**src/rtl/arpc_pkg.sv**
```systemverilog
// ----------------------------------------------------------------------------
// arpc_pkg
// Shared types, codes and sizes of the ARP cache with request retry.
// ----------------------------------------------------------------------------
package arpc_pkg;

  localparam int CACHE_DEPTH   = 32;
  localparam int REQUEST_DEPTH = 16;
  localparam int CIDX_W = $clog2(CACHE_DEPTH);
  localparam int CCNT_W = $clog2(CACHE_DEPTH + 1);
  localparam int RIDX_W = $clog2(REQUEST_DEPTH);
  localparam int RCNT_W = $clog2(REQUEST_DEPTH + 1);

  // command codes
  localparam logic [2:0] CMD_LOOKUP = 3'd0;
  localparam logic [2:0] CMD_QUEUE  = 3'd1;
  localparam logic [2:0] CMD_INSERT = 3'd2;
  localparam logic [2:0] CMD_TICK   = 3'd3;
  localparam logic [2:0] CMD_REMOVE = 3'd4;
  localparam logic [2:0] CMD_CLEAR  = 3'd5;

  // result kinds
  localparam logic [2:0] KIND_LOOKUP = 3'd0;
  localparam logic [2:0] KIND_QUEUE  = 3'd1;
  localparam logic [2:0] KIND_INSERT = 3'd2;
  localparam logic [2:0] KIND_SEND   = 3'd3;
  localparam logic [2:0] KIND_DROP   = 3'd4;
  localparam logic [2:0] KIND_TICK   = 3'd5;
  localparam logic [2:0] KIND_ACK    = 3'd6;

  // register indexes
  localparam logic REG_MAX_TRIES = 1'b0;
  localparam logic REG_TIMEOUT   = 1'b1;

  typedef struct packed {
    logic [2:0]  cmd;
    logic [31:0] ip;
    logic [47:0] mac;
    logic [3:0]  iface;
  } cmd_t;

  typedef struct packed {
    logic [2:0]  kind;
    logic        hit;
    logic [47:0] mac;
    logic [31:0] ip;
    logic [3:0]  iface;
    logic        new_req;
    logic        full;
    logic        last;
  } res_t;

endpackage

```
**src/rtl/arpc_engine.sv**
```systemverilog
// ----------------------------------------------------------------------------
// arpc_engine
// Runs commands on entry and request tables, one step a cycle unless stalled.
// ----------------------------------------------------------------------------
module arpc_engine import arpc_pkg::*; (
  input  logic        clk,
  input  logic        rst_n,
  input  logic        q_valid,
  output logic        q_pop,
  input  cmd_t        q_cmd,
  input  logic [2:0]  max_tries,
  input  logic [15:0] timeout,
  output logic        out_tvalid,
  input  logic        out_tready,
  output res_t        out_res
);

  typedef enum logic [4:0] {
    ST_IDLE  = 5'b00001,
    ST_SCAN  = 5'b00010,
    ST_AGE   = 5'b00100,
    ST_REQ   = 5'b01000,
    ST_EMIT  = 5'b10000
  } state_t;

  state_t state_r;
  cmd_t   cur_r;

  // entry table (memory, one read and one write a cycle)
  logic [31:0] eip_m  [CACHE_DEPTH];
  logic [47:0] emac_m [CACHE_DEPTH];
  logic [15:0] eage_m [CACHE_DEPTH];
  logic [CCNT_W-1:0] ecnt_r;

  // request table in flip-flops, compared in parallel
  logic [31:0] rip_r  [REQUEST_DEPTH];
  logic [3:0]  rif_r  [REQUEST_DEPTH];
  logic [2:0]  rtry_r [REQUEST_DEPTH];
  logic [RCNT_W-1:0] rcnt_r;

  logic [CCNT_W-1:0] ri_r, wi_r;   // read and write index of the entry sweep
  logic              rd_v_r;        // registered read data valid
  logic [31:0] rd_ip_r;
  logic [47:0] rd_mac_r;
  logic [15:0] rd_age_r;
  logic [RCNT_W-1:0] qi_r;
  res_t        res_r;
  logic        ov_r;

  // parallel request match
  logic              rmatch;
  logic [RIDX_W-1:0] ridx;
  always_comb begin
    rmatch = 1'b0;
    ridx   = '0;
    for (int k = REQUEST_DEPTH - 1; k >= 0; k--) begin
      if ((RCNT_W'(k) < rcnt_r) && rip_r[k] == cur_r.ip) begin
        rmatch = 1'b1;
        ridx   = RIDX_W'(k);
      end
    end
  end

  assign q_pop      = (state_r == ST_IDLE) && q_valid && !ov_r;
  assign out_tvalid = ov_r;
  assign out_res    = res_r;

  logic can_emit;
  logic load_res;
  assign can_emit = !ov_r || out_tready;
  // the output valid flag loads from the request walk and the final emit only
  assign load_res = can_emit && (state_r == ST_REQ || state_r == ST_EMIT);

  // result word of a newly popped command
  res_t start_res;
  always_comb begin
    start_res      = '0;
    start_res.last = 1'b1;
    case (q_cmd.cmd)
      CMD_LOOKUP: start_res.kind = KIND_LOOKUP;
      CMD_QUEUE:  start_res.kind = KIND_QUEUE;
      CMD_INSERT: begin
        start_res.kind = KIND_INSERT;
        start_res.full = (ecnt_r >= CCNT_W'(CACHE_DEPTH));
      end
      CMD_TICK:   start_res.kind = KIND_TICK;
      default:    start_res.kind = KIND_ACK;
    endcase
  end

  // result of one step of the request walk
  logic req_done, req_drop;
  res_t req_res;
  assign req_done = (qi_r >= rcnt_r);
  assign req_drop = (rtry_r[qi_r[RIDX_W-1:0]] >= max_tries);
  always_comb begin
    req_res = '0;
    if (req_done) begin
      req_res.kind = KIND_TICK;
      req_res.last = 1'b1;
    end else if (req_drop) begin
      req_res.kind = KIND_DROP;
      req_res.ip   = rip_r[qi_r[RIDX_W-1:0]];
    end else begin
      req_res.kind  = KIND_SEND;
      req_res.ip    = rip_r[qi_r[RIDX_W-1:0]];
      req_res.iface = rif_r[qi_r[RIDX_W-1:0]];
    end
  end

  // final result of a single-result command
  res_t emit_res;
  always_comb begin
    emit_res = res_r;
    case (cur_r.cmd)
      CMD_INSERT: emit_res.hit = rmatch;
      CMD_QUEUE: begin
        if (!rmatch) begin
          if (rcnt_r < RCNT_W'(REQUEST_DEPTH)) emit_res.new_req = 1'b1;
          else                                 emit_res.full    = 1'b1;
        end
      end
      default: ;
    endcase
  end

  always_ff @(posedge clk) begin
    // registered entry read
    rd_ip_r  <= eip_m[ri_r[CIDX_W-1:0]];
    rd_mac_r <= emac_m[ri_r[CIDX_W-1:0]];
    rd_age_r <= eage_m[ri_r[CIDX_W-1:0]];
  end

  always_ff @(posedge clk) begin
    if (!rst_n) begin
      state_r <= ST_IDLE;
      ecnt_r  <= '0;
      rcnt_r  <= '0;
      ov_r    <= 1'b0;
      rd_v_r  <= 1'b0;
    end else begin
      // hold the result until it is taken, refill when a new one is ready
      if (load_res) ov_r <= 1'b1;
      else if (out_tready) ov_r <= 1'b0;
      case (state_r)
        ST_IDLE: begin
          if (q_pop) begin
            cur_r   <= q_cmd;
            ri_r    <= '0;
            wi_r    <= '0;
            qi_r    <= '0;
            rd_v_r  <= 1'b0;
            res_r   <= start_res;
            case (q_cmd.cmd)
              CMD_LOOKUP: state_r <= ST_SCAN;
              CMD_TICK:   state_r <= ST_AGE;
              CMD_CLEAR: begin
                ecnt_r  <= '0;
                rcnt_r  <= '0;
                state_r <= ST_EMIT;
              end
              CMD_INSERT: begin
                if (ecnt_r < CCNT_W'(CACHE_DEPTH)) begin
                  eip_m[ecnt_r[CIDX_W-1:0]]  <= q_cmd.ip;
                  emac_m[ecnt_r[CIDX_W-1:0]] <= q_cmd.mac;
                  eage_m[ecnt_r[CIDX_W-1:0]] <= '0;
                  ecnt_r <= ecnt_r + 1'b1;
                end
                state_r <= ST_EMIT;
              end
              default: state_r <= ST_EMIT;
            endcase
          end
        end
        ST_SCAN: begin
          // walk entries, oldest first, one per cycle
          if (rd_v_r && rd_ip_r == cur_r.ip) begin
            res_r   <= '{kind: KIND_LOOKUP, hit: 1'b1, mac: rd_mac_r, ip: '0, iface: '0,
                         new_req: 1'b0, full: 1'b0, last: 1'b1};
            state_r <= ST_EMIT;
          end else if (ri_r >= ecnt_r) begin
            state_r <= ST_EMIT;
          end else begin
            rd_v_r <= 1'b1;
            ri_r   <= ri_r + 1'b1;
          end
        end
        ST_AGE: begin
          // compact surviving entries, bumping each age
          if (rd_v_r) begin
            if (rd_age_r < timeout) begin
              eip_m[wi_r[CIDX_W-1:0]]  <= rd_ip_r;
              emac_m[wi_r[CIDX_W-1:0]] <= rd_mac_r;
              eage_m[wi_r[CIDX_W-1:0]] <= rd_age_r + 16'd1;
              wi_r <= wi_r + 1'b1;
            end
          end
          if (ri_r >= ecnt_r) begin
            rd_v_r  <= 1'b0;
            ecnt_r  <= wi_r + CCNT_W'(rd_v_r && rd_age_r < timeout);
            state_r <= ST_REQ;
            ri_r    <= '0;
          end else begin
            rd_v_r <= 1'b1;
            ri_r   <= ri_r + 1'b1;
          end
        end
        ST_REQ: begin
          if (can_emit) begin
            res_r <= req_res;
            if (req_done) begin
              state_r <= ST_IDLE;
            end else if (req_drop) begin
              for (int k = 0; k < REQUEST_DEPTH - 1; k++) begin
                if (RCNT_W'(k) >= qi_r) begin
                  rip_r[k]  <= rip_r[k+1];
                  rif_r[k]  <= rif_r[k+1];
                  rtry_r[k] <= rtry_r[k+1];
                end
              end
              rcnt_r <= rcnt_r - 1'b1;
            end else begin
              rtry_r[qi_r[RIDX_W-1:0]] <= rtry_r[qi_r[RIDX_W-1:0]] + 3'd1;
              qi_r <= qi_r + 1'b1;
            end
          end
        end
        ST_EMIT: begin
          if (can_emit) begin
            res_r   <= emit_res;
            state_r <= ST_IDLE;
            case (cur_r.cmd)
              CMD_QUEUE: begin
                if (!rmatch && rcnt_r < RCNT_W'(REQUEST_DEPTH)) begin
                  rip_r[rcnt_r[RIDX_W-1:0]]  <= cur_r.ip;
                  rif_r[rcnt_r[RIDX_W-1:0]]  <= cur_r.iface;
                  rtry_r[rcnt_r[RIDX_W-1:0]] <= 3'd0;
                  rcnt_r <= rcnt_r + 1'b1;
                end
              end
              CMD_REMOVE: begin
                if (rmatch) begin
                  for (int k = 0; k < REQUEST_DEPTH - 1; k++) begin
                    if (RIDX_W'(k) >= ridx) begin
                      rip_r[k]  <= rip_r[k+1];
                      rif_r[k]  <= rif_r[k+1];
                      rtry_r[k] <= rtry_r[k+1];
                    end
                  end
                  rcnt_r <= rcnt_r - 1'b1;
                end
              end
              default: ;
            endcase
          end
        end
        default: state_r <= ST_IDLE;
      endcase
    end
  end

endmodule

```
**config.mk**
```make
export PLATFORM = sky130hd
export DESIGN_NAME = arpc_engine
export DESIGN_NICKNAME = d
export VERILOG_FILES = /design/src/rtl/arpc_pkg.sv /design/src/rtl/arpc_engine.sv
export SDC_FILE = /design/constraint.sdc
export NUM_CORES = 2
export LEC_CHECK = 0
export ABC_AREA = 1
export BUFFER_PORTS_ARGS = -buffer_cell sky130_fd_sc_hd__buf_2
export CORE_MARGIN = 3
export CORE_UTILIZATION = 50
export CTS_CLUSTER_SIZE = 30
export DETAILED_ROUTE_END_ITERATION = 7
export GPL_TIMING_DRIVEN = 1
export HOLD_SLACK_MARGIN = 0.03
export PLACE_DENSITY = 0.72
export REMOVE_ABC_BUFFERS = 1
export SYNTH_ARGS = -nofsm -noshare
export SYNTH_HDL_FRONTEND = slang
export SYNTH_SLANG_ARGS = --single-unit
```
**constraint.sdc**
```tcl
create_clock -name clk -period 12.2 [get_ports clk]
set_clock_uncertainty 0.05 [all_clocks]
set_input_delay 1.83 -clock clk [delete_from_list [all_inputs] [get_ports clk]]
set_output_delay 1.83 -clock clk [all_outputs]
set_load 0.005 [all_outputs]
```
# --- Yosys cells after proc, flatten, opt, wreduce, memory -nomap -nowiden ---
# Memories as Yosys holds them, arrays and structs flattened. A register that Yosys moved wholly into a read port is not among the register bits.
# Cells that the tools add are included.
op_classes:
  n_addsub: 9
  order_cmp: 53
  eq_ne: 54
  mux: 395
  n_bitwise: 46
  reduce_logical: 53
op_table:
  columns: ["op", "count"]
  rows:
  - ["$eq A32 B32 Y1", 17]
  - ["$mux W32", 17]
  - ["$pmux W91 S4", 1]
  - ["$mux W91", 3]
  - ["$mux W1", 267]
  - ["$mux W4", 40]
  - ["$mux W5", 22]
  - ["$mux W88", 1]
  - ["$reduce_or A32 Y1", 2]
  - ["$mux W3", 19]
  - ["$mux W6", 9]
  - ["$mux W48", 1]
  - ["$reduce_or A48 Y1", 1]
  - ["$or A1 B1 Y1", 45]
  - ["$lt A4 B5 Y1 const A", 8]
  - ["$mux W36", 1]
  - ["$pmux W6 S2", 3]
  - ["$ge A4 B5 Y1 const A", 7]
  - ["$ne A2 B2 Y1 const B", 15]
  - ["$pmux W5 S2", 3]
  - ["$ge A4 B4 Y1 const A", 7]
  - ["$pmux W5 S5", 1]
  - ["$logic_and A1 B1 Y1", 22]
  - ["$ge A3 B5 Y1 const A", 4]
  - ["other kinds (55)", 94]
totals:
  register_bits: 165
  mem_bits_rw: 3696
  in_bits: 110
  output_inout_bits: 93
  wordCells: 635
  memories: 6
mem_list:
  columns: ["name", "depth", "word_bits", "read_ports", "rd_clocked_by_memory_dff", "wr", "line", "source"]
  rows:
  - ["emac_m", 32, 48, 1, 1, 1, "arpc_engine.sv:31", "logic [47:0] emac_m [CACHE_DEPTH];"]
  - ["eip_m", 32, 32, 1, 1, 1, "arpc_engine.sv:30", "logic [31:0] eip_m [CACHE_DEPTH];"]
  - ["eage_m", 32, 16, 1, 1, 1, "arpc_engine.sv:32", "logic [15:0] eage_m [CACHE_DEPTH];"]
  - ["rip_r", 16, 32, 17, 1, 15, "arpc_engine.sv:36", "logic [31:0] rip_r [REQUEST_DEPTH];"]
  - ["rif_r", 16, 4, 16, 1, 15, "arpc_engine.sv:37", "logic [3:0] rif_r [REQUEST_DEPTH];"]
  - ["rtry_r", 16, 3, 16, 1, 15, "arpc_engine.sv:38", "logic [2:0] rtry_r [REQUEST_DEPTH];"]

# --- Depth between registers and ports, before layout ---
# An unclocked memory read counts as a cell.
logic_depth:
  word_depth: 30
  mapped_depth: 29
  ltp_nobuf: 28

# --- Worst setup path after synthesis ---
# Ideal clock, no wire load.
synth_timing:
  path_type: "input port to flip-flop"
  start: "input rst_n"
  end: "memory eage_m[0][0], enable pin"
  setup_ps: 552
  arrival_ps: 8686
  t_required_ps: 11598
  slack_ps: 2912
  path_stages: 7
  n_path_buf: 1
  cell_sequence: "clkbuf_1 > clkinv_1 > nor2_1 > nand3_1 > nand2_1 > nand3_1 > nor2_1"
synth_between:
  elab_chain_cells: 4
  word_cells_on_any_way: 7
  classes_between: "6 x mux; 1 x reduce/logical"
synth_rtl:
  columns: ["item", "line", "source"]
  rows:
  - ["start, declared", "arpc_engine.sv:7", "input logic rst_n,"]
  - ["$mux W1", "arpc_engine.sv:135", "if (!rst_n) begin"]
  - ["$mux W1 (implied by the code)", "arpc_engine.sv:194", "eage_m[wi_r[CIDX_W-1:0]] <= rd_age_r + 16'd1;"]
  - ["$reduce_or A16 Y1 (no line)", null, null]
  - ["$mux W5 (no line) / $mux W1 (equally long branches)", null, null]
  - ["end, declared", "arpc_engine.sv:32", null]
# Several ways; a longest one is shown, not always the timed one.

# --- Final worst setup path ---
layout_timing:
  start: "input timeout[1]"
  end: "memory eip_m[26][1], enable pin"
layout_between:
  elab_chain_cells: 8
  word_cells_on_any_way: 9
  classes_between: "1 x order compare; 7 x mux; 1 x reduce/logical"
layout_rtl:
  columns: ["item", "line", "source"]
  rows:
  - ["start, declared", "arpc_engine.sv:12", "input logic [15:0] timeout,"]
  - ["$lt A16 B16 Y1 (*)", "arpc_engine.sv:191", "if (rd_age_r < timeout) begin"]
  - ["$mux W1 (*)", "arpc_engine.sv:191", null]
  - ["$mux W1 (*)", "arpc_engine.sv:190", "if (rd_v_r) begin"]
  - ["$mux W1 (*)", "arpc_engine.sv:145", "case (state_r)"]
  - ["$mux W1 (*)", "arpc_engine.sv:135", null]
  - ["$mux W1 (implied by the code) (*)", "arpc_engine.sv:192", "eip_m[wi_r[CIDX_W-1:0]] <= rd_ip_r;"]
  - ["$reduce_or A32 Y1 (no line)", null, null]
  - ["$mux W5 (no line) / $mux W1 (equally long branches)", null, null]
  - ["end, declared", "arpc_engine.sv:30", null]
# Mark *: on every way between the ends. The rest lies on a longest branch, timed or not.

==> results.yml <==
pwr:
  p_total_mw: 36.6
  p_leak_nw: 64.7
  peakVddDrop_v: 0.000165
  pwr_density_cell_nw_per_um2: 196
cells_and_area:
  final_area_um2: 187000
  fin_nets: 14600
  drive_gt1_share_pct: 8.20
  post-route-util_pct: 55.8
  syn_to_final_growth_pct: 10.5
  fin_cells: 19300
outcome:
  status: "complete, but fails checks"
  violations: "slew limit"
timing:
  max_freq_mhz: 133
  setup_ws_ns: 4.67
  max_slew_margin_pct: -3.99
  tns_ns: 0
  setup_violations: 0
  final_hold_viol_count: 0
  worst_slew_pin_slew_ns: 1.56
  drv_slew: 17
  timing.hold.ws_ns: 0.419
  period_share_pct: 61.7
  fin_crit_ns: 7.53
  rsz0062_at_grt: "no"
drt:
  wl_um: 496000
  num_vias: 120000
  via_per_inst: 6.19
  drc: 0
  drt-initial-drc-count: 17100
  ant_nets: 0
  dr.pass1.iters: 7
  wl_per_cell_um: 25.7
worst_setup_path:
  rrSetupSlack_ns: 5.31
  required_ns: 12.67
  critPathLaunch: "timeout[1]"
  critPathKind: "in -> reg"
  r2r-start: "rd_age_r[1]"
  r2r_cells: 17
  critPathLaunchType: "primary input"
  crit_arrival_ns: 8.00
  reg2reg_to: "eip_m[26][1]"
  cp_max_fo: 81
  cp-end-kind: "register"
synth:
  synth.distinct_cells: 66
  synth-edff-count: 3843
  syn_area_um2: 169000
  synth_top_area_share_pct: 68.2
  synth.avg_cell_area_um2: 11.5
  synth_top_cells_by_area: "edfxtp_1 (68%), o21ai_0 (6.9%), nor2_1 (5.1%)"
  synth-main-ff-cell: "edfxtp_1"
  yosysTopAreaCell: "edfxtp_1"
  synth-seq-cells: 3961
  synthArstFlopShare_pct: 0
  syn-instance-count: 14700
  seq_area_frac_synth_pct: 69.6
  ys_warn_count: 0
min_path:
  min_to: "rif_r[15][2]"
  hold_path.class: "reg -> reg"
  whs_path_depth: 0
  holdCritStartpoint: "cur_r[2]"
floorplanning:
  row_count: 212
  die-area_um2: 345000
  die_x_um: 588
  die_h_um: 588
  io_pins: 203
  initial_utilization_pct: 50.5
  core_area_um2: 335000
clocking:
  hold_buffers: 0
  cts_tree: "yes"
  post_cts_resize_count: 0
  clockRootBuffer: "clkbuf_16"
  tritoncts.num_buffers: 391
  cts.clk_slew.worst_paths_ns: 0.06
  clk_latency_ns: 0.97
  cts_max_level: 5
  cts.path.max_buffers: 4
  clock_sinks: 3961
  post_cts.repair.setup_buffers: 0
placement:
  dp_cells: 18600
  place_ws_ns: 3.70
  place_congestion: 0.975
  place_area_um2: 174000
  port-buffer-count: 202
  dpl.hpwl_um: 265000
global_routing:
  grt_pass1_vias: 111000
  grt_pass1_wl_um: 726000
  antenna_found_initial: 34
  grt_use_total_pct: 27.8
  grt_max_degree: 214
  grt.overflow.total: 0
run:
  drv_cap: 0
## logic make-up (layout without fill, tap and decap cells)
kind of cell | after synthesis | in the layout | share of synthesized area, %
AND/OR/NAND/NOR | 4617 | 4617 | 10.9
AO/OA/AOI/OAI | 4182 | 4182 | 13.6
flip-flops | 3961 | 3961 | 69.6
buffers and inverters | 1490 | 1619 | 3.67
XOR/XNOR | 366 | 366 | 1.90
adder cells (fa/ha/maj) | 45 | 45 | 0.333
other | 0 | 22 | 0
## worst max-delay path by stage
stage / to / cells after the start / slack, ns
CTS: eip_m[26][1] / 19 / 4.64
floorplan: ri_r[0] / 11 / -79.55
global route: eip_m[26][1] / 19 / 4.34
global placement: emac_m[26][12] / 19 / 3.59
finish: eip_m[26][1] / 19 / 4.67
detailed placement: emac_m[26][12] / 19 / 3.70
## cell usage in the layout, fill, tap and decap left out, types with 17 or more instances in the layout
cell	count
edfxtp_1	3843
nor2_1	2264
o21ai_0	2264
nand2_1	1849
o22ai_1	970
clkbuf_16	399
o21ai_1	381
inv_1	375
a21oi_1	298
xnor2_1	234
buf_4	226
buf_2	202
nand3_1	177
xor2_1	132
dfxtp_1	114
clkbuf_1	101
nand4_1	74
clkinv_1	67
nor3_1	65
clkinv_2	64
ha_1	45
nor2_4	42
nor4_1	40
clkbuf_8	40
o311ai_0	37
buf_12	37
o32ai_1	36
inv_2	34
bufinv_16	30
o211ai_1	28
a211oi_1	25
a22oi_1	25
diode_2	22
a31oi_1	22
a221oi_1	20
or2_2	17
o21ai_2	17
## report_power, final
group	leakage [nW]	switching, mW	internal [mW]	total (mW)
logic	21.6	6.53	2.41	8.94
registers	36.9	0.305	15.3	15.6
clock network	6.26	5.20	6.91	12.1
## cell type report
type | count | area [um^2]
fillers | 26800 | 148000
inverters | 424 | 1660
clock buffers | 540 | 10900
diodes | 22 | 55.1
clock inverters | 190 | 1920
multi-input cells | 9210 | 45500
repair buffers | 465 | 3450
flip-flops and latches | 3961 | 118000
well taps | 4494 | 5620
## routing by layer
metal	wire length, um	GRT usage [%]	part of all wire (%)	up-vias
met2	226000	43.1	46	7678
met1	184000	37.7	37	57800
met3	56600	4.70	11	1388
li1	-	-	-	52700
met4	28700	14.9	5.8	10
met5	80	0	0.016	-
## cells in the mapped netlist (all sizes together), types with 118 or more instances
cell and count:
nand2 1864, o21ai 2662, buf 217, clkbuf 849
o22ai 970, xor2 132, nor2 2312, xnor2 234
inv 417, edfxtp 3843, a21oi 298, nand3 197
dfxtp 118
## flip-flops by register name, summed over array words and instances, names as in the netlist, named ones only
| register | count |
|---|---|
| out_res | 91 |
| rif_r | 64 |
| rip_r | 512 |
| rd_ip_r | 32 |
| state_r | 5 |
| eage_m | 512 |
| out_tvalid | 1 |
| eip_m | 1024 |
| qi_r | 5 |
| rd_mac_r | 48 |
| rcnt_r | 5 |
| wi_r | 6 |
| ri_r | 6 |
| emac_m | 1536 |
| cur_r | 39 |
| rtry_r | 48 |
| rd_v_r | 1 |
| rd_age_r | 16 |
| ecnt_r | 6 |
## worst max-delay path, cell delays in order
cell and delay (ns):
buf_2 0.08, inv_1 0.03, ha_1 0.27, a21oi_1 0.15
nor2_1 0.06, a211oi_2 0.38, buf_4 0.27, o221ai_1 0.24
nand3_1 0.16, nand3_1 0.47, nor2_1 0.28, inv_1 0.13
nor2_4 0.24, inv_8 0.28, or2_0 0.29, o21ai_0 0.14
nand3_1 0.66, nor2_4 1.06, buf_4 0.81
No activity file was read; power rests on OpenSTA's default activity.
