## src/rtl/arpc_pkg.sv

```systemverilog
// ----------------------------------------------------------------------------
// arpc_pkg
// Shared types, codes and sizes of the ARP cache with request retry.
// ----------------------------------------------------------------------------
package arpc_pkg;

  localparam int CACHE_DEPTH   = 32;
  localparam int REQUEST_DEPTH = 16;
  localparam int CIDX_W = $clog2(CACHE_DEPTH);
  localparam int CCNT_W = $clog2(CACHE_DEPTH + 1);
  localparam int RIDX_W = $clog2(REQUEST_DEPTH);
  localparam int RCNT_W = $clog2(REQUEST_DEPTH + 1);

  // command codes
  localparam logic [2:0] CMD_LOOKUP = 3'd0;
  localparam logic [2:0] CMD_QUEUE  = 3'd1;
  localparam logic [2:0] CMD_INSERT = 3'd2;
  localparam logic [2:0] CMD_TICK   = 3'd3;
  localparam logic [2:0] CMD_REMOVE = 3'd4;
  localparam logic [2:0] CMD_CLEAR  = 3'd5;

  // result kinds
  localparam logic [2:0] KIND_LOOKUP = 3'd0;
  localparam logic [2:0] KIND_QUEUE  = 3'd1;
  localparam logic [2:0] KIND_INSERT = 3'd2;
  localparam logic [2:0] KIND_SEND   = 3'd3;
  localparam logic [2:0] KIND_DROP   = 3'd4;
  localparam logic [2:0] KIND_TICK   = 3'd5;
  localparam logic [2:0] KIND_ACK    = 3'd6;

  // register indexes
  localparam logic REG_MAX_TRIES = 1'b0;
  localparam logic REG_TIMEOUT   = 1'b1;

  typedef struct packed {
    logic [2:0]  cmd;
    logic [31:0] ip;
    logic [47:0] mac;
    logic [3:0]  iface;
  } cmd_t;

  typedef struct packed {
    logic [2:0]  kind;
    logic        hit;
    logic [47:0] mac;
    logic [31:0] ip;
    logic [3:0]  iface;
    logic        new_req;
    logic        full;
    logic        last;
  } res_t;

endpackage

```

## src/rtl/arpc_front.sv

```systemverilog
// ----------------------------------------------------------------------------
// arpc_front
// Accepts commands, drops unused codes and queues the rest for the engine.
// ----------------------------------------------------------------------------
module arpc_front import arpc_pkg::*; (
  input  logic        clk,
  input  logic        rst_n,
  input  logic        in_tvalid,
  output logic        in_tready,
  input  cmd_t        in_cmd,
  output logic        q_valid,
  input  logic        q_pop,
  output cmd_t        q_cmd
);

  cmd_t      buf_r [2];
  logic [1:0] cnt_r, cnt_nxt;
  logic      wp_r, rp_r;
  logic      push;

  assign in_tready = (cnt_r != 2'd2);
  // drop unused command codes here
  assign push = in_tvalid && in_tready && (in_cmd.cmd <= CMD_CLEAR);
  assign q_valid = (cnt_r != 2'd0);
  assign q_cmd = buf_r[rp_r];

  always_comb begin
    cnt_nxt = cnt_r + {1'b0, push} - {1'b0, q_pop};
  end

  always_ff @(posedge clk) begin
    if (!rst_n) begin
      cnt_r <= 2'd0;
      wp_r  <= 1'b0;
      rp_r  <= 1'b0;
    end else begin
      cnt_r <= cnt_nxt;
      if (push) wp_r <= ~wp_r;
      if (q_pop) rp_r <= ~rp_r;
    end
  end

  always_ff @(posedge clk) begin
    if (push) buf_r[wp_r] <= in_cmd;
  end

endmodule

```

## config.mk

```make
export PLATFORM = sky130hd
export DESIGN_NAME = arpc_front
export DESIGN_NICKNAME = d
export VERILOG_FILES = /design/src/rtl/arpc_pkg.sv /design/src/rtl/arpc_front.sv
export SDC_FILE = /design/constraint.sdc
export NUM_CORES = 1
export LEC_CHECK = 0
export BUFFER_PORTS_ARGS = -buffer_cell sky130_fd_sc_hd__clkbuf_2
export CELL_PAD_IN_SITES_DETAIL_PLACEMENT = 1
export CELL_PAD_IN_SITES_GLOBAL_PLACEMENT = 2
export CORE_ASPECT_RATIO = 2
export CORE_MARGIN = 3
export CORE_UTILIZATION = 43
export CTS_BUF_LIST = sky130_fd_sc_hd__clkbuf_2
export DETAILED_ROUTE_END_ITERATION = 12
export PLACE_DENSITY = 0.94
export SYNTH_ARGS = -nofsm -noshare
export SYNTH_HDL_FRONTEND = slang
export SYNTH_SLANG_ARGS = --single-unit
```

## constraint.sdc

```tcl
create_clock -name clk -period 12.5 [get_ports clk]
set_input_delay 2.5 -clock clk [delete_from_list [all_inputs] [get_ports clk]]
set_output_delay 2.5 -clock clk [all_outputs]
set_load 0.03 [all_outputs]
```

## Word-level counts from Yosys, hierarchy flattened

Memory sizes are Yosys's and may differ from the RTL's. A register that Yosys moved wholly into a read port is not among the register bits.
Index checks and enable logic that the tools add are counted.

- Bitwise logic cells: 2
- Add/sub/neg operators: 2
- Equal/unequal tests: 1
- Multiplexer cells: 4
- Order comparisons: 1
- Reduce and logical (&&, ||, !) cells: 3

Operators by type and width:

| operator | number |
|---|---|
| $mux W1 | 4 |
| $le A3 B3 Y1 const B | 1 |
| $add A2 B1 Y2 | 1 |
| $logic_and A1 B1 Y1 | 2 |
| $ne A2 B2 Y1 const B | 1 |
| $not A1 Y1 | 2 |
| $reduce_bool A2 Y1 | 1 |
| $sub A2 B1 Y2 | 1 |

- Flip-flop bits (word level): 4
- Bits of input ports: 91
- Word-level logic and storage cells: 17
- Memories: 1
- Bits in writable memories: 174
- Output and inout bits: 89

Memory list:

| name | words | bits a word | read ports | clocked after memory_dff | wr ports | line | text |
|---|---|---|---|---|---|---|---|
| buf_r | 2 | 87 | 1 | 1 | 1 | arpc_front.sv:16 | `cmd_t buf_r [2];` |

## Depth between registers and ports, before layout

Gate-level depths: netlist (run 1).

- Depth after elaboration: 5
- Depth in mapped cells: 7
- Depth with buffers taken out: 7

## Least setup slack after synthesis (run 1)

OpenSTA, ideal clock, no wires.

- Kind: input -> register
- From: input in_cmd[85] in the netlist's numbering
- To: memory buf_r[1][0] in the netlist's numbering (enable)
- Cell stages on the path: 3
- Data arrival time: 6.375 ns
- Path buffers: 0
- Library setup time: 0.534 ns
- Required time: 11.966 ns
- Slack: 5.591 ns
- Cells stage by stage: nand2_1 > nand3_1 > nor2_1

- Cells in the longest elaborated chain, start to end: 4

RTL lines:

| element | line | text |
|---|---|---|
| start: declaration | arpc_front.sv:10 | `input cmd_t in_cmd,` |
| $le A3 B3 Y1 | arpc_front.sv:23 | `assign push = in_tvalid && in_tready && (in_cmd.cmd <= CMD_CLEAR);` |
| $logic_and A1 B1 Y1 | arpc_front.sv:23 |  |
| $mux W1 | arpc_front.sv:44 | `if (push) buf_r[wp_r] <= in_cmd;` |
| $mux W1 (implied by the code) | arpc_front.sv:44 |  |
| end: declaration | arpc_front.sv:16 |  |

Every way passes these cells.

==> results of run 1 <==
[critical path, cell delays in order, from the launching register on]
cell and delay, ns:
sky130_fd_sc_hd__dfxtp_4 0.55, sky130_fd_sc_hd__buf_4 0.84, sky130_fd_sc_hd__mux2_2 0.45, sky130_fd_sc_hd__clkbuf_2 0.19
[synth_stat cells]
library cell	number
sky130_fd_sc_hd__nand4_1	1
sky130_fd_sc_hd__a31oi_1	1
sky130_fd_sc_hd__nor2_1	3
sky130_fd_sc_hd__and2_1	1
sky130_fd_sc_hd__nand2_1	2
sky130_fd_sc_hd__or2_2	2
sky130_fd_sc_hd__edfxtp_1	174
sky130_fd_sc_hd__mux2i_1	1
sky130_fd_sc_hd__a31o_2	1
sky130_fd_sc_hd__xor2_1	1
sky130_fd_sc_hd__dfxtp_1	5
sky130_fd_sc_hd__nand3_1	1
sky130_fd_sc_hd__a21oi_1	1
sky130_fd_sc_hd__nand2b_1	1
sky130_fd_sc_hd__mux2_4	30
sky130_fd_sc_hd__buf_2	5
sky130_fd_sc_hd__inv_1	4
sky130_fd_sc_hd__buf_6	5
sky130_fd_sc_hd__mux2_2	57
sky130_fd_sc_hd__ha_1	1
sky130_fd_sc_hd__xnor2_1	2
[logic make-up (layout without fill, tap and decap cells)]
kind of cell | after synthesis | after routing
buffers and inverters | 14 | 218
other | 0 | 3
XOR/XNOR | 3 | 3
flip-flops | 179 | 179
AO/OA/AOI/OAI | 3 | 3
AND/OR/NAND/NOR | 11 | 11
adder cells (fa/ha/maj) | 1 | 1
multiplexers | 88 | 88
[cell type report]
cell class	instances	area (µm²)
clock buffers	17	85.1
repair buffers	182	918
flip-flops and latches	179	5330
diodes	3	7.51
multi-input cells	106	1220
fillers	1452	6990
inverters	4	16.3
clock inverters	15	165
well taps	195	244
[stage by stage]
stage / utilization (%) / area, µm²
finish: 53.3 / 7990
global route: 53.3 / 7990
CTS: 53.3 / 7980
detailed placement: 51.6 / 7730
global placement: 51.6 / 7730
floorplan: - / 6640
[state kept, by name, indices dropped and copies added, names as in the netlist, named ones only]
name	count
rp_r	1
buf_r	174
cnt_r	2
wp_r	1
[power breakdown]
part	internal (mW)	leakage [nW]	switching [mW]
Clock	0.0823	0.150	0.209
Combinational	0.0888	1.27	0.170
Sequential	0.720	1.65	0.0149
Total	0.891	3.07	0.395
[per-layer routing]
metal / global-route usage (%) / wire length, µm
met5: 0 / 0
met4: 7.64 / 400
met3: 5.35 / 714
met2: 31.6 / 8080
met1: 15.4 / 4250
[worst max-delay path by stage]
stage | startpoint | end | slack [ns]
after floorplan | in_cmd[85] | buf_r[1][0] | 5.59
after global placement | in_cmd[85] | buf_r[1][85] | 7.91
after detailed placement | in_cmd[85] | buf_r[1][86] | 7.77
after CTS | register | q_cmd[26] | 7.02
after global routing | register | q_cmd[49] | 6.90
final | register | q_cmd[26] | 7.18
==> impl_table.tex, run 1 <==
\begin{tabular}{lr}
\hline
Metric & Value \\
\hline
\multicolumn{2}{l}{\textbf{GRT}} \\
\quad Vias in the first global route & between 3000 and 4000 \\
\quad Global-route total usage across every layer & 16.7\% \\
\quad Maximum number of pins on one net before global-route repair & between 70 and 80 \\
\quad Total overflow reported by the global router & 0 \\
\quad Global-route wire length before repair & 20.7 mm \\
\quad Number of antenna violations at the first check in global routing & 2 \\
\multicolumn{2}{l}{\textbf{Clock tree}} \\
\quad Skew-Pair Late Insertion Delay & 0.72 ns \\
\quad Post-CTS Hold Buffers & 0 \\
\quad Cell at the root of the clock tree & sky130\_fd\_sc\_hd\_\_clkbuf\_2 \\
\quad TritonCTS clock tree & yes \\
\quad Longest Clk Path Bufs & 2 \\
\quad CTS Buf Count & 17 \\
\quad Number of setup buffers added after CTS & 0 \\
\quad Clk sinks & 179 \\
\quad Clock slew at reported path FFs & 0.26 ns \\
\quad Depth of the CTS H-tree & 4 \\
\quad Post-cts resize count & 0 \\
\multicolumn{2}{l}{\textbf{Logic synthesis}} \\
\quad Xor and xnor fraction of the mapped netlist area & 0.396\% \\
\quad \#FFs+latches synth & 179 \\
\quad Mean instance size in the synthesized netlist & 22.2 µm² \\
\quad Post-Syn Area & roughly 6600 µm² \\
\quad Post-Syn Instances & 299 \\
\quad Largest family of logic cells by synthesized area & multiplexers \\
\quad Cell type with the largest total area after synthesis & sky130\_fd\_sc\_hd\_\_edfxtp\_1 \\
\quad Number of synthesis warnings & 0 \\
\quad Post-synthesis sequential area ratio & 80.2\% \\
\quad Synth cell types & 21 \\
\quad Proportion of synthesized area in mux cells & 16.6\% \\
\quad Compound-gate portion of the synthesized area & 0.302\% \\
\quad Synth Area in Adders & less than 1\% \\
\quad Simple-Gate Fraction of Synth Area & less than 1\% \\
\quad Synth Net Count & 391 \\
\quad Fraction of synthesized cell area taken by the top area cell type & 78.7\% \\
\quad Cell types occupying the most area after synthesis & sky130\_fd\_sc\_hd\_\_edfxtp\_1 79\%, sky130\_fd\_sc\_hd\_\_mux2\_2 9.7\%, sky130\_fd\_sc\_hd\_\_mux2\_4 6.8\% \\
\multicolumn{2}{l}{\textbf{Detailed routing}} \\
\quad Routed via count & 3411 \\
\quad First-pass iteration count of the detailed router & 4 \\
\quad Total DRC errors in the routed layout & 0 \\
\quad Routed length per placed instance & 19.2 µm \\
\quad Number of design-rule violations left by the first detailed-router iteration & 252 \\
\quad Wirelength, routed & 13.4 mm \\
\quad Via count normalized by instance count & 4.87 \\
\quad Final antenna-violating net count & 0 \\
\multicolumn{2}{l}{\textbf{Cells and area}} \\
\quad Share of layout cells above drive strength 1 & $\sim$61\% \\
\quad Non-Filler Instances & 701 \\
\quad Most common cell after layout, fill and taps aside & sky130\_fd\_sc\_hd\_\_clkbuf\_2 \\
\quad Area growth from synthesis to final layout & 20.4\% \\
\quad Leading cell types in the layout, fill and taps excluded & 196 x sky130\_fd\_sc\_hd\_\_clkbuf\_2, 174 x sky130\_fd\_sc\_hd\_\_edfxtp\_1, 57 x sky130\_fd\_sc\_hd\_\_mux2\_2 \\
\quad Layout net count & 582 \\
\multicolumn{2}{l}{\textbf{Timing}} \\
\quad Setup-violating endpoint count in the final report & 0 \\
\quad Time the worst path needs with I/O delays and setup & around 5.3 ns \\
\quad Minimum setup slack in the final design & about 7.2 ns \\
\quad Total Neg Setup Slack & 0 ns \\
\quad Measured slew at the worst slew-check pin & 1.08 ns \\
\quad Upper clock frequency limit & 188 MHz \\
\quad Number of slew-limit violations in the final report & 0 \\
\quad Period utilisation layout & 42.6\% \\
\quad Clock skew after layout & between 0.02 and 0.03 ns \\
\quad Worst hold margin & 0.569 ns \\
\quad Worst rel slew slack & between 20 and 30\% \\
\quad Final hold violations & 0 \\
\quad Unrepaired setup endpoints after global routing & no \\
\multicolumn{2}{l}{\textbf{Placement}} \\
\quad Number of buffers inserted by port buffering & 179 \\
\quad Placed instance count & about 670 \\
\quad Dpl hpwl & 9.81 mm \\
\quad Place WS & 7.77 ns \\
\quad Final Wtd Congestion & 0.737 \\
\multicolumn{2}{l}{\textbf{Die}} \\
\quad Top-level port count & 180 \\
\quad Core region area & around 15000 µm² \\
\quad Die Width & 93.9 µm \\
\quad Die Height & 182 µm \\
\quad Number of rows in the core area & 63 \\
\quad Area of the die & 17100 µm² \\
\quad Initial Util & around 44\% \\
\multicolumn{2}{l}{\textbf{Min path}} \\
\quad Path category of the worst min-delay check & register to register \\
\quad Hold Path Cell Cnt & 2 \\
\quad Endpoint of the worst hold-timing path & rp\_r \\
\quad Startpoint of the worst hold path & rp\_r \\
\multicolumn{2}{l}{\textbf{Worst setup path}} \\
\quad Worst Setup Start Kind & register \\
\quad Arrival @ worst endpoint & $\sim$2.8 ns \\
\quad Category of the critical setup timing path & register to primary output \\
\quad Endpoint type of the worst setup path & primary output \\
\quad Worst-path fanout max & 70 \\
\quad Depth of the worst register-to-register path & 4 \\
\quad Terminus of the critical flop-to-flop path & buf\_r[1][84] \\
\quad Reg-to-reg startpoint & cnt\_r[0] \\
\quad Required time reported for the critical path endpoint & around 10 ns \\
\quad Worst reg-to-reg setup slack & 9.96 ns \\
\multicolumn{2}{l}{\textbf{Run}} \\
\quad MaxCap Viol Count & 0 \\
\multicolumn{2}{l}{\textbf{Power and ir drop}} \\
\quad Worst voltage drop across the vdd grid & 0.000120 V \\
\quad Static leakage & 3.07 nW \\
\quad Total power per unit cell area & 161 nW/µm² \\
\quad Final Power & 1.29 mW \\
\multicolumn{2}{l}{\textbf{Status}} \\
\quad Outcome & finished clean \\
\hline
\end{tabular}
Note: power is estimated with default switching activity, not from simulation.
==> run 2: changes to the inputs <==
Settings changed: ABC_AREA set to 1, CORE_UTILIZATION 43 to 39, PLACE_DENSITY 0.94 to 0.87.
Clock period 12.5 ns to 5.3 ns, I/O delays scaled along.
==> run 2 against run 1 <==
Compared with the run above: via count down 0.91%; largest cell class unchanged; global-route usage shrank 1.1 points; non-clock buffer count unchanged; flip-flop and latch count unchanged; cell area rose by 1.0%; critical endpoint is now q_cmd[0]; setup slack lost 5.6 ns; die area rose by 9.6%; sequential power rose by 130%.
==> impl_table.tex, run 2 <==
\begin{tabular}{lr}
\hline
Metric & Value \\
\hline
\multicolumn{2}{l}{\textbf{Status}} \\
\quad Outcome & finished clean \\
\multicolumn{2}{l}{\textbf{Cells and area}} \\
\quad Layout net count & 588 (+1.0\%) \\
\quad Most common cell after layout, fill and taps aside & sky130\_fd\_sc\_hd\_\_clkbuf\_2 \\
\quad Leading cell types in the layout, fill and taps excluded & 196 x sky130\_fd\_sc\_hd\_\_clkbuf\_2, 174 x sky130\_fd\_sc\_hd\_\_edfxtp\_1, 57 x sky130\_fd\_sc\_hd\_\_mux2\_2 \\
\quad Register with the most flip-flops & buf\_r \\
\quad Max FFs per register & 174 (unchanged) \\
\quad Area growth from synthesis to final layout & 21.7\% \\
\quad Share of layout cells above drive strength 1 & 59.4\% (-1.6 points) \\
\quad Regs by FF count & buf\_r (174), cnt\_r (2) \\
\quad Final Core Density & 49.1\% (-4.2 points) \\
\multicolumn{2}{l}{\textbf{Die}} \\
\quad Die Height & 190 µm (+4.8\%) \\
\quad Top-level port count & 180 (unchanged) \\
\quad Area of the die & 18700 µm² (+9.6\%) \\
\quad Initial Util & 40.3\% (-4.0 points) \\
\quad Number of rows in the core area & 66 (+4.8\%) \\
\quad Die Width & 98.2 µm (+4.6\%) \\
\quad Core region area & 16400 µm² (+9.7\%) \\
\multicolumn{2}{l}{\textbf{GRT}} \\
\quad Number of antenna violations at the first check in global routing & 8 (+6) \\
\quad Total overflow reported by the global router & 0 (unchanged) \\
\quad Global-route wire length before repair & 21.1 mm (+2.0\%) \\
\quad Global-route total usage across every layer & 15.5\% (-1.1 points) \\
\quad Maximum number of pins on one net before global-route repair & 70 (-1.4\%) \\
\quad Vias in the first global route & 3787 (-0.73\%) \\
\multicolumn{2}{l}{\textbf{Timing}} \\
\quad Measured slew at the worst slew-check pin & 0.996 ns (-0.0798 ns) \\
\quad Clock skew after layout & 0.0402 ns (+0.0125 ns) \\
\quad Setup-violating endpoint count in the final report & 0 (unchanged) \\
\quad Final hold violations & 0 (unchanged) \\
\quad Total Neg Setup Slack & 0 ns (unchanged) \\
\quad Number of slew-limit violations in the final report & 0 (unchanged) \\
\quad Time the worst path needs with I/O delays and setup & 3.75 ns \\
\quad Unrepaired setup endpoints after global routing & no \\
\quad Period utilisation layout & $\sim$70\% \\
\quad Worst rel slew slack & 33.6\% (+5.3 points) \\
\quad Upper clock frequency limit & 266 MHz \\
\multicolumn{2}{l}{\textbf{Worst setup path}} \\
\quad Terminus of the critical flop-to-flop path & buf\_r[0][19] \\
\quad Slowest cell on crit path & sky130\_fd\_sc\_hd\_\_dfxtp\_4 \\
\quad Critical path's top delay family & flip-flops \\
\quad Critical Path Max Stage Delay & 1.01 ns (+0.17 ns) \\
\quad Worst-path fanout max & 69 (-1.4\%) \\
\quad Reg-to-reg startpoint & cnt\_r[0] \\
\quad CP Buf/Inv Count & 2 (unchanged) \\
\quad Critical Path Stages & 3 (unchanged) \\
\quad Worst Setup Start Kind & register \\
\quad Required time reported for the critical path endpoint & 4.24 ns (-5.76 ns) \\
\quad Arrival @ worst endpoint & 2.69 ns (-0.13 ns) \\
\quad Crit path capture & q\_cmd[0] \\
\quad Depth of the worst register-to-register path & 5 (+1) \\
\quad Worst reg-to-reg setup slack & 2.97 ns (-6.99 ns) \\
\quad Endpoint type of the worst setup path & primary output \\
\quad Ordered list of cells on the worst path & buf\_4, mux2\_2, clkbuf\_2 \\
\quad Category of the critical setup timing path & register to primary output \\
\multicolumn{2}{l}{\textbf{Detailed routing}} \\
\quad Routed via count & 3380 (-0.91\%) \\
\quad Routed length per placed instance & 19.9 µm (+3.6\%) \\
\quad Final antenna-violating net count & 0 (unchanged) \\
\quad Via count normalized by instance count & 4.70 (-3.4\%) \\
\quad First-pass iteration count of the detailed router & 4 (unchanged) \\
\quad Total DRC errors in the routed layout & 0 (unchanged) \\
\quad Wirelength, routed & 14.3 mm (+6.3\%) \\
\quad Number of design-rule violations left by the first detailed-router iteration & 167 (-34\%) \\
\multicolumn{2}{l}{\textbf{Logic synthesis}} \\
\quad Synth Net Count & 397 (+1.5\%) \\
\quad Primary flip-flop cell chosen by synthesis mapping & sky130\_fd\_sc\_hd\_\_edfxtp\_1 \\
\quad Synth cell types & 13 (-38\%) \\
\quad Post-synthesis sequential area ratio & 80.3\% (+0.091 points) \\
\quad Post-synth EDFFs & 174 (unchanged) \\
\quad Fraction of synthesized cell area taken by the top area cell type & 78.8\% (+0.089 points) \\
\quad Post-Syn Area & 6630 µm² (-0.11\%) \\
\quad Cell type with the largest total area after synthesis & sky130\_fd\_sc\_hd\_\_edfxtp\_1 \\
\quad Number of synthesis warnings & 0 (unchanged) \\
\quad Most used standard cell by instance count after synthesis & sky130\_fd\_sc\_hd\_\_edfxtp\_1 \\
\quad \#FFs+latches synth & 179 (unchanged) \\
\quad Share of async-settable or async-resettable flops after synthesis & 0\% (unchanged) \\
\quad Post-Syn Instances & 305 (+2.0\%) \\
\quad Mean instance size in the synthesized netlist & 21.7 µm² (-2.1\%) \\
\quad Most numerous cell types in the synthesized netlist & 174 x sky130\_fd\_sc\_hd\_\_edfxtp\_1, 57 x sky130\_fd\_sc\_hd\_\_mux2\_2, 30 x sky130\_fd\_sc\_hd\_\_mux2\_4 \\
\quad Cell types occupying the most area after synthesis & sky130\_fd\_sc\_hd\_\_edfxtp\_1 79\%, sky130\_fd\_sc\_hd\_\_mux2\_2 9.7\%, sky130\_fd\_sc\_hd\_\_mux2\_4 6.8\% \\
\multicolumn{2}{l}{\textbf{Clock tree}} \\
\quad Clk sinks & 179 (unchanged) \\
\quad TritonCTS clock tree & yes \\
\quad Number of setup buffers added after CTS & 0 (unchanged) \\
\quad Cell at the root of the clock tree & sky130\_fd\_sc\_hd\_\_clkbuf\_2 \\
\quad Depth of the CTS H-tree & 4 (unchanged) \\
\quad Longest Clk Path Bufs & 2 (unchanged) \\
\quad Skew-Pair Late Insertion Delay & 0.68 ns (-0.04 ns) \\
\quad CTS Buf Count & 17 (unchanged) \\
\quad Post-CTS Hold Buffers & 0 (unchanged) \\
\quad Post-cts resize count & 0 (unchanged) \\
\quad Clock slew at reported path FFs & 0.25 ns (about the same) \\
\multicolumn{2}{l}{\textbf{Min path}} \\
\quad Path category of the worst min-delay check & primary input to register \\
\quad Hold Path Cell Cnt & 1 (-1) \\
\multicolumn{2}{l}{\textbf{Power and ir drop}} \\
\quad Worst voltage drop across the vdd grid & 0.000217 V (+80\%) \\
\quad Static leakage & 3.10 nW (+1.0\%) \\
\quad Total power per unit cell area & 368 nW/µm² (+130\%) \\
\multicolumn{2}{l}{\textbf{Placement}} \\
\quad Dpl hpwl & 10.6 mm (+7.5\%) \\
\quad Final Wtd Congestion & 0.876 (+19\%) \\
\quad Number of buffers inserted by port buffering & 179 (unchanged) \\
\multicolumn{2}{l}{\textbf{Run}} \\
\quad MaxCap Viol Count & 0 (unchanged) \\
\hline
\end{tabular}
-- run 2: cell count changes in the layout (fill, tap and decap cells not counted), sizes merged, moves of 3 or more --
| cell | before | now |
|---|---|---|
| nand2 | 2 | 11 |
| diode | 3 | 7 |
| bufinv | 1 | 4 |
| clkinv | 7 | 3 |
-- run 2: worst min-delay path by stage --
stage	start	end	slack, ns
2_1_floorplan	rp_r	register	0.48
3_3_place_gp	rp_r	rp_r	0.50
3_5_place_dp	rp_r	register	0.51
4_1_cts	in_cmd[33]	buf_r[1][33]	0.44
5_1_grt	in_cmd[10]	buf_r[0][10]	0.41
6_report	in_cmd[27]	buf_r[0][27]	0.55
-- run 2: cell type report --
| cell class | count | area, µm² |
|---|---|---|
| tap | 204 | 255 |
| timing repair buffer | 182 | 943 |
| clock inverter | 14 | 201 |
| multi-input combinational | 109 | 1210 |
| inverter | 7 | 26.3 |
| fill | 1631 | 8360 |
| clock buffer | 17 | 85.1 |
| antenna | 7 | 17.5 |
| sequential | 179 | 5330 |
-- run 2: worst reg2reg max path, cell delays in order, from the launching register on --
cell and delay [ns]:
sky130_fd_sc_hd__dfxtp_1 0.39, sky130_fd_sc_hd__inv_1 0.06, sky130_fd_sc_hd__nand2_1 0.08, sky130_fd_sc_hd__nand3_1 0.29, sky130_fd_sc_hd__nor2_4 0.76, sky130_fd_sc_hd__buf_12 0.38
-- run 2: logic make-up (layout without fill, tap and decap cells) --
group           count (synthesis)  after routing  share of synthesized area [%]
buf+inv                        17            220                           1.62
mux                            87             87                           16.5
compound gates                  1              1                         0.0754
xor+xnor                        2              2                          0.264
flops                         179            179                           80.3
other cells                     0              7                              0
simple gates                   18             18                           1.06
fa+ha+maj                       1              1                          0.189
-- run 2: power breakdown --
group | switching [mW] | internal, mW
combinational | 0.315 | 0.182
clock | 0.451 | 0.315
sequential | 0.0485 | 1.66
-- run 2: metal layers --
| layer | track usage (%) | part of all wire, % | vias to the layer above | wire [µm] |
|---|---|---|---|---|
| met5 | 0 | 0 | - | 0 |
| met4 | 8.57 | 4.1 | 0 | 591 |
| met3 | 4.69 | 5.2 | 26 | 746 |
| met2 | 30.7 | 61 | 117 | 8740 |
| met1 | 13.2 | 29 | 1665 | 4210 |
| li1 | - | - | 1572 | - |
-- run 2: through the flow --
stage	cells	cell area, µm²	worst slack (ns)	total power, mW	hold slack, ns
after CTS	712	8050	1.32	3.02	0.441
after global placement	681	7770	2.24	2.23	0.496
after detailed placement	681	7770	2.14	2.25	0.513
after floorplan	305	6640	1.23	2.08	0.480
final	719	8070	1.55	2.97	0.547
after global routing	718	8070	1.19	3.12	0.411
